**config.mk**
```make
export PLATFORM = sky130hd
export DESIGN_NAME = fastq_record_batcher_core
export DESIGN_NICKNAME = d
export VERILOG_FILES = /design/src/hw/rtl/fqrb_pkg.sv /design/src/hw/rtl/fastq_record_batcher_core.sv /design/src/hw/rtl/fqrb_parse.sv
export SDC_FILE = /design/constraint.sdc
export NUM_CORES = 1
export LEC_CHECK = 0
export ABC_AREA = 0
export BUFFER_PORTS_ARGS = -buffer_cell sky130_fd_sc_hd__buf_2
export CAP_MARGIN = 20
export CORE_MARGIN = 1.5
export CORE_UTILIZATION = 50
export DETAILED_ROUTE_END_ITERATION = 8
export GPL_TIMING_DRIVEN = 0
export PLACE_DENSITY = 0.69
export SYNTH_ARGS = -nofsm -noshare
export SYNTH_HDL_FRONTEND = slang
export SYNTH_HIERARCHICAL = 1
export SYNTH_SLANG_ARGS = --single-unit
```
**constraint.sdc**
```tcl
create_clock -name clk -period 17.7 [get_ports clk]
set_input_delay 0.885 -clock clk [delete_from_list [all_inputs] [get_ports clk]]
set_output_delay 0.885 -clock clk [all_outputs]
set_load 0.005 [all_outputs]
```
**src/hw/rtl/fqrb_pkg.sv**
```systemverilog
package fqrb_pkg;

  localparam int unsigned BYTE_W   = 8;
  localparam int unsigned KIND_W   = 3;
  localparam int unsigned OFF_W    = 16;
  localparam int unsigned LEN_W    = 17;
  localparam int unsigned START_W  = 24;
  localparam int unsigned CAP_W    = 25;

  localparam int unsigned BATCH_DEPTH_DEFAULT = 16777216;
  localparam int unsigned MAX_READ_DEFAULT    = 65536;

  localparam logic [CAP_W-1:0] CAP_RESET = 25'h1000000;

  localparam logic [OFF_W-1:0] OFF_SAT = 16'hFFFF;
  localparam logic [LEN_W-1:0] LEN_SAT = 17'h10000;

  localparam logic [BYTE_W-1:0] CHAR_SPACE = 8'h20;
  localparam logic [BYTE_W-1:0] CHAR_NL    = 8'h0A;
  localparam logic [BYTE_W-1:0] CHAR_END   = 8'h45;

  localparam logic [KIND_W-1:0] KIND_NAME_BYTE = 3'd0;
  localparam logic [KIND_W-1:0] KIND_NAME_END  = 3'd1;
  localparam logic [KIND_W-1:0] KIND_BASE      = 3'd2;
  localparam logic [KIND_W-1:0] KIND_READ_IN   = 3'd3;
  localparam logic [KIND_W-1:0] KIND_READ_OPEN = 3'd4;
  localparam logic [KIND_W-1:0] KIND_READ_LONG = 3'd5;
  localparam logic [KIND_W-1:0] KIND_DONE      = 3'd6;

  typedef enum logic [4:0] {
    PH_MARK = 5'b00001,
    PH_NAME = 5'b00010,
    PH_HDR  = 5'b00100,
    PH_SEQ  = 5'b01000,
    PH_SKIP = 5'b10000
  } phase_t;

  typedef struct packed {
    logic                has;
    logic [KIND_W-1:0]   kind;
    logic [BYTE_W-1:0]   value;
    logic [OFF_W-1:0]    read_offset;
    logic [LEN_W-1:0]    read_length;
    logic [START_W-1:0]  batch_start;
    logic [CAP_W-1:0]    batch_bytes;
    logic [CAP_W-1:0]    batch_reads;
  } res_t;

endpackage

```
**src/hw/rtl/fastq_record_batcher_core.sv**
```systemverilog
// FASTQ record batcher: takes FASTQ text one byte per item and returns at most one result
// per byte (name bytes, name end, bases with offset, read placement in the current batch,
// and a closing report on the byte marked as last). An item is taken every cycle while the
// result side keeps up; a result is registered, its byte passing through an input register,
// one pass of parse logic and a result register. Bytes of the header tail, the plus line and
// the quality line give no result. batch_capacity is written through its own port; the user
// must write it only while the block is idle, which the block itself does not enforce.
module fastq_record_batcher_core #(
  parameter int unsigned BATCH_DEPTH = fqrb_pkg::BATCH_DEPTH_DEFAULT,
  parameter int unsigned MAX_READ    = fqrb_pkg::MAX_READ_DEFAULT
) (
  input  logic                         clk,
  input  logic                         rst,
  input  logic                         cfg_valid,
  output logic                         cfg_ready,
  input  logic [fqrb_pkg::CAP_W-1:0]   batch_capacity,
  input  logic                         in_valid,
  output logic                         in_ready,
  input  logic [fqrb_pkg::BYTE_W-1:0]  text_byte,
  input  logic                         input_ends,
  output logic                         out_valid,
  input  logic                         out_ready,
  output logic [fqrb_pkg::KIND_W-1:0]  kind,
  output logic [fqrb_pkg::BYTE_W-1:0]  value,
  output logic [fqrb_pkg::OFF_W-1:0]   read_offset,
  output logic [fqrb_pkg::LEN_W-1:0]   read_length,
  output logic [fqrb_pkg::START_W-1:0] batch_start,
  output logic [fqrb_pkg::CAP_W-1:0]   batch_bytes,
  output logic [fqrb_pkg::CAP_W-1:0]   batch_reads
);
  import fqrb_pkg::*;

  logic [CAP_W-1:0]  capacity;
  logic              s1_valid;
  logic [BYTE_W-1:0] s1_byte;
  logic              s1_ends;
  logic              advance;
  res_t              res;

  assign cfg_ready = 1'b1;
  assign advance   = s1_valid && (!out_valid || out_ready);
  assign in_ready  = !s1_valid || advance;

  always_ff @(posedge clk) begin
    if (rst) begin
      capacity <= CAP_RESET;
    end else if (cfg_valid && cfg_ready) begin
      capacity <= batch_capacity;
    end
  end

  // input register
  always_ff @(posedge clk) begin
    if (rst) begin
      s1_valid <= 1'b0;
    end else if (in_valid && in_ready) begin
      s1_valid <= 1'b1;
    end else if (advance) begin
      s1_valid <= 1'b0;
    end
  end

  always_ff @(posedge clk) begin
    if (in_valid && in_ready) begin
      s1_byte <= text_byte;
      s1_ends <= input_ends;
    end
  end

  fqrb_parse #(
    .BATCH_DEPTH (BATCH_DEPTH),
    .MAX_READ    (MAX_READ)
  ) u_parse (
    .clk        (clk),
    .rst        (rst),
    .step       (advance),
    .text_byte  (s1_byte),
    .input_ends (s1_ends),
    .capacity   (capacity),
    .res        (res)
  );

  // result register
  always_ff @(posedge clk) begin
    if (rst) begin
      out_valid <= 1'b0;
    end else if (advance) begin
      out_valid <= res.has;
    end else if (out_ready) begin
      out_valid <= 1'b0;
    end
  end

  always_ff @(posedge clk) begin
    if (advance) begin
      kind        <= res.kind;
      value       <= res.value;
      read_offset <= res.read_offset;
      read_length <= res.read_length;
      batch_start <= res.batch_start;
      batch_bytes <= res.batch_bytes;
      batch_reads <= res.batch_reads;
    end
  end

endmodule

```
**src/hw/rtl/fqrb_parse.sv**
```systemverilog
module fqrb_parse #(
  parameter int unsigned BATCH_DEPTH = fqrb_pkg::BATCH_DEPTH_DEFAULT,
  parameter int unsigned MAX_READ    = fqrb_pkg::MAX_READ_DEFAULT
) (
  input  logic                        clk,
  input  logic                        rst,
  input  logic                        step,
  input  logic [fqrb_pkg::BYTE_W-1:0] text_byte,
  input  logic                        input_ends,
  input  logic [fqrb_pkg::CAP_W-1:0]  capacity,
  output fqrb_pkg::res_t              res
);
  import fqrb_pkg::*;

  localparam int unsigned BW     = $clog2(MAX_READ + 1);
  localparam int unsigned SW     = BW + 2;
  localparam int unsigned WIDE_W = ((BW + 1 > CAP_W) ? BW + 1 : CAP_W) + 1;
  localparam bit          DEPTH_SMALL = (BATCH_DEPTH < (64'd1 << CAP_W));

  phase_t             phase, phase_next;
  logic [BW-1:0]      base_count, base_count_next;
  logic [SW-1:0]      skip_count, skip_count_next;
  logic [CAP_W-1:0]   used_bytes, used_bytes_next;
  logic [CAP_W-1:0]   read_total, read_total_next;

  logic [CAP_W-1:0]   eff_cap;
  logic [WIDE_W-1:0]  base_w, len_w, cap_w, fill_w;
  logic [SW-1:0]      skip_dec;
  logic               too_long, no_room;

  // effective capacity, clipped to the batch buffer depth
  assign eff_cap  = (DEPTH_SMALL && (capacity > CAP_W'(BATCH_DEPTH))) ?
                    CAP_W'(BATCH_DEPTH) : capacity;
  assign base_w   = WIDE_W'(base_count);
  assign len_w    = base_w + WIDE_W'(1);
  assign cap_w    = WIDE_W'(eff_cap);
  assign fill_w   = WIDE_W'(used_bytes) + len_w;
  assign too_long = (base_count >= BW'(MAX_READ)) || (len_w > cap_w);
  assign no_room  = fill_w > cap_w;
  assign skip_dec = (skip_count != '0) ? skip_count - SW'(1) : skip_count;

  always_comb begin
    phase_next      = phase;
    base_count_next = base_count;
    skip_count_next = skip_count;
    used_bytes_next = used_bytes;
    read_total_next = read_total;
    res             = '0;

    case (phase)
      PH_MARK: begin
        phase_next = PH_NAME;
      end
      PH_NAME: begin
        res.has = 1'b1;
        if (text_byte == CHAR_SPACE || text_byte == CHAR_NL) begin
          res.kind        = KIND_NAME_END;
          base_count_next = '0;
          phase_next      = (text_byte == CHAR_SPACE) ? PH_HDR : PH_SEQ;
        end else begin
          res.kind  = KIND_NAME_BYTE;
          res.value = text_byte;
        end
      end
      PH_HDR: begin
        if (text_byte == CHAR_NL) begin
          base_count_next = '0;
          phase_next      = PH_SEQ;
        end
      end
      PH_SEQ: begin
        res.has = 1'b1;
        if (text_byte == CHAR_NL) begin
          res.value       = CHAR_END;
          res.read_length = (len_w > WIDE_W'(LEN_SAT)) ? LEN_SAT : len_w[LEN_W-1:0];
          if (too_long) begin
            res.kind = KIND_READ_LONG;
          end else if (no_room) begin
            res.kind        = KIND_READ_OPEN;
            used_bytes_next = len_w[CAP_W-1:0];
            read_total_next = CAP_W'(1);
          end else begin
            res.kind        = KIND_READ_IN;
            res.batch_start = used_bytes[START_W-1:0];
            used_bytes_next = fill_w[CAP_W-1:0];
            read_total_next = read_total + CAP_W'(1);
          end
          skip_count_next = SW'(len_w + WIDE_W'(2));
          phase_next      = PH_SKIP;
        end else begin
          res.kind        = KIND_BASE;
          res.value       = text_byte;
          res.read_offset = (base_w > WIDE_W'(OFF_SAT)) ? OFF_SAT : base_w[OFF_W-1:0];
          if (base_count < BW'(MAX_READ)) begin
            base_count_next = base_count + BW'(1);
          end
        end
      end
      default: begin
        skip_count_next = skip_dec;
        if (skip_dec == '0) begin
          phase_next = PH_MARK;
        end
      end
    endcase

    res.batch_bytes = used_bytes_next;
    res.batch_reads = read_total_next;

    if (input_ends) begin
      res.has         = 1'b1;
      res.kind        = KIND_DONE;
      res.value       = '0;
      res.read_offset = '0;
      res.read_length = '0;
      res.batch_start = '0;
      phase_next      = PH_MARK;
      base_count_next = '0;
      skip_count_next = '0;
      used_bytes_next = '0;
      read_total_next = '0;
    end
  end

  always_ff @(posedge clk) begin
    if (rst) begin
      phase      <= PH_MARK;
      base_count <= '0;
      skip_count <= '0;
      used_bytes <= '0;
      read_total <= '0;
    end else if (step) begin
      phase      <= phase_next;
      base_count <= base_count_next;
      skip_count <= skip_count_next;
      used_bytes <= used_bytes_next;
      read_total <= read_total_next;
    end
  end

`ifndef SYNTHESIS
  a_end_clears: assert property (@(posedge clk) disable iff (rst)
    step && input_ends |=> phase == PH_MARK && used_bytes == '0 && read_total == '0)
    else $error("state not cleared after last item");

  a_reads_le_bytes: assert property (@(posedge clk) disable iff (rst)
    read_total <= used_bytes)
    else $error("more reads than bytes in batch");

  a_read_end_result: assert property (@(posedge clk) disable iff (rst)
    step && phase == PH_SEQ && text_byte == CHAR_NL && !input_ends |->
      res.has && (res.kind == KIND_READ_IN || res.kind == KIND_READ_OPEN ||
                  res.kind == KIND_READ_LONG))
    else $error("sequence newline gave no read result");

  a_skip_done: assert property (@(posedge clk) disable iff (rst)
    step && phase == PH_SKIP && skip_count == SW'(1) |=> phase == PH_MARK)
    else $error("quality skip did not finish");
`endif

endmodule

```
==> metrics.md <==
| Metric | Value |
|---|---|
| Layout cell share with drive strength beyond 1 | 0.165 |
| Sequential cell area fraction in the yosys report | 0.440 |
| Post-synth cell types | 84 |
| DR top layer | met4 |
| Core area | 27700 um2 |
| Post-Place Cells | 2028 |
| Post-Syn Area | 14000 um2 |
| Die Area | 29100 um2 |
| # DRC | 0 |
| Top Ports | 160 |
| Worst rel slew slack | 0.309 |
| Gr ovfl total | 0 |
| Setup Skew | 14.1 ps |
| Final Cycle Share | 0.464 |
| Fin area | 16200 um2 |
| Syn_area_per_cell | about 9.4 um2 |
| DR vias/cell | roughly 5.9 |
| Worst reg2reg path endpoint | batch_bytes[13] |
| Clk slew on worst S/H paths | 60 ps |
| Slew Limit Fails | 0 |
| Worst Hold Endpoint | out_valid |
| Clk buf depth | 3 |
| Final min period | a little over 8000 ps |
| P per Cell Area | 87.6 nW/um2 |
| Die W | roughly 170 um |
| Synth Register Bits | between 200 and 250 |
| CTS tree | built |
| Worst-Skew Late Latency | between 500 and 600 ps |
| Post-synth EDFFs | between 100 and 150 |
| Worst R2R Path Depth | 23 |
| Leading area contributor after synthesis | edfxtp_1 |
| Placed instance area | 15300 um2 |
| Maximum number of pins on one net before global-route repair | between 70 and 80 |
| H-Tree Depth | 1 |
| Core Rows | 61 |
| Synthesized net count | 1602 |
| Worst-path maximum fanout | 10 |
| CP arrival | 8500 ps |
| CTS Buf Count | 27 |
| Initial antenna violation count | 0 |
| Worst EP required | 17990 ps |
| # clock sinks | roughly 250 |
| Fin cells | 2077 |
| Setup TNS Final | 0 ps |
| Status | finished clean |
| GRT Overall Usage | 0.275 |
| Maximum clock rate | 0.122 GHz |
| Crit Reg-Reg Startpoint | u_parse/base_count[0] |
| Worst-Margin Slew | approximately 1000 ps |
| Worst IR Drop VDD | 63.2 uV |
| Hold path depth | 2 |
| Post-CTS setup buffer count | 0 |
| Crit Path Category | register to register |
| Final Worst Setup Slack | 9490 ps |
| Most common flop cell mapped by yosys | edfxtp_1 |
| GP Congestion | 0.982 |
| Most frequent cell after synthesis | nand2_1 |
| Metal3 WL | 3300 um |
| Post-Syn Instances | 1491 |
| Post-DP HPWL | 30000 um |
| DIE HEIGHT | 171 um |
| P_leak | 6.47 nW |
| M1 wire length | 18300 um |
| Syn. warnings | 6 |
| Reg2reg setup slack | 9490 ps |
| Final Hold Fails | 0 |
| Vias | 12300 |
| Routed WL | 40400 um |
| Tightest Hold Check Type | register to register |
| Post-CTS resize count | 0 |
| Place WS | between 9000 and 10000 ps |
| NumNets Final | roughly 1800 |
| Vias in the first global route | 11300 |
| IO buf count | 157 |
| Root Driver | clkbuf_16 |
| Async SR Flop Fraction | 0 |
| Met2 wire len | between 15000 and 20000 um |
| CP startpoint kind | register |
| Fill cells | 2477 |
| MaxCap Viol Count | 0 |
| RSZ-0062 raised after global routing | no |
| N_diodes | 0 |
| DR iter-0 viols | 1184 |
| Commonest cells in the netlist | nand2_1 (160), nor2_1 (128), edfxtp_1 (127) |
| Hold-fix buffers at CTS | 0 |
| Synth-to-Final Area Change | 15.8% |
| DR WL/cell | 19.5 um |
| Critical Path Sink Type | register |
| Initial Utilization | 0.507 |
| Post-route ant nets | 0 |
| First-pass GRT wire length | ~62000 um |
| HP Start | s1_valid |
| Power after layout | 0.00142 W |
| Synth top area share | 0.272 |
| First-pass detailed-route iteration total | 7 |
| # setup viols final | 0 |
| Area contributors post-synth | edfxtp_1 (27%), dfxtp_1 (17%), ha_1 (6.3%) |
[report_power, final]
part	leakage, nW	switching (W)	internal (W)
clock network	0.429	0.000232	0.000348
logic	3.89	0.000129	0.0000846
registers	2.14	0.0000114	0.000617
[sequential cells by signal, indices dropped and copies added, names as in the netlist]
signal              flops
capacity               25
s1_valid                1
out_valid               1
s1_ends                 1
u_parse/base_count     17
batch_reads            25
u_parse/read_total     25
kind                    3
s1_byte                 8
u_parse/skip_count     19
u_parse/used_bytes     25
value                   8
read_length            17
batch_start            24
read_offset            16
batch_bytes            25
u_parse/phase           5
[layer usage]
metal / vias to the layer above / global-route usage
li1: 5855 / -
met1: 5809 / 0.399
met2: 528 / 0.420
met3: 77 / 0.0393
met4: 0 / 0.0904
met5: - / 0
[cell families (layout without fill, tap and decap cells)]
group / Yosys count / in the layout / share of synthesized area
AO/OA/AOI/OAI: 354 / 354 / 0.171
XOR/XNOR: 58 / 58 / 0.0362
adder cells (fa/ha/maj): 72 / 72 / 0.0647
buffers and inverters: 138 / 346 / 0.0424
flip-flops: 245 / 245 / 0.440
multiplexers: 51 / 51 / 0.0380
other: 1 / 1 / 0.000267
AND/OR/NAND/NOR: 572 / 572 / 0.208
[worst max-delay path, stage by stage, from the launching register on]
cell      delay (ps)
dfxtp_1          470
buf_2            350
and3_1           270
nand4_1          350
xor2_1           620
inv_1            220
ha_1             410
and4_1           250
a221oi_1         240
o21ai_0          190
o21ai_0          530
a21oi_1          260
o21ai_0          510
xnor2_1          200
ha_1             340
nand4_1           90
nor2_1           180
nand3_1          120
and2_1           250
a221oi_1         520
buf_2            350
buf_1            560
o21ai_0          310
mux2_2           360
[placed cells by master (no fill, tap or decap), drive strengths merged, types with 11 or more instances in the layout]
cell,n
buf,188
a21oi,76
nand3,48
o21ai,76
mux2,18
o22ai,11
and2,41
nor4,26
nand4,22
nand2b,17
xor2,12
nor2,128
a22o,36
ha,71
dfxtp,118
nand3b,12
xnor2,46
mux2i,33
nor3,39
o21a,28
or3,20
clkbuf,87
nand2,161
o31ai,18
edfxtp,127
inv,57
or2,11
o211ai,12
a21o,13
a31oi,14
[cell type report]
cell class                      count  area (um2)  share of cell area
Multi-Input combinational cell   1108        7270               0.447
Sequential cell                   245        6180               0.380
Timing Repair Buffer              159         821              0.0505
Clock buffer                       36         729              0.0449
Tap cell                          378         473              0.0291
Buffer                             80         378              0.0233
Inverter                           58         218              0.0134
Clock inverter                     13         185              0.0114
[per-stage QoR]
step,util,hold WS [ps]
after global routing,0.586,514
after CTS,0.586,484
after floorplan,-,445
after global placement,0.552,464
final,0.586,481
after detailed placement,0.553,478
[worst max-delay path by stage]
stage / cells past startpoint / to / start / slack (ps)
final: 23 / batch_bytes[13] / u_parse/base_count[0] / 9490
after global routing: 24 / batch_bytes[13] / u_parse/base_count[0] / 9220
after CTS: 23 / batch_bytes[13] / u_parse/base_count[0] / 9770
after detailed placement: 23 / batch_bytes[13] / u_parse/base_count[0] / 9780
after global placement: 8 / u_parse/used_bytes[20] / out_ready / 9490
after floorplan: 27 / batch_bytes[12] / u_parse/base_count[1] / 11820
Note: power is estimated with default switching activity, not from simulation.
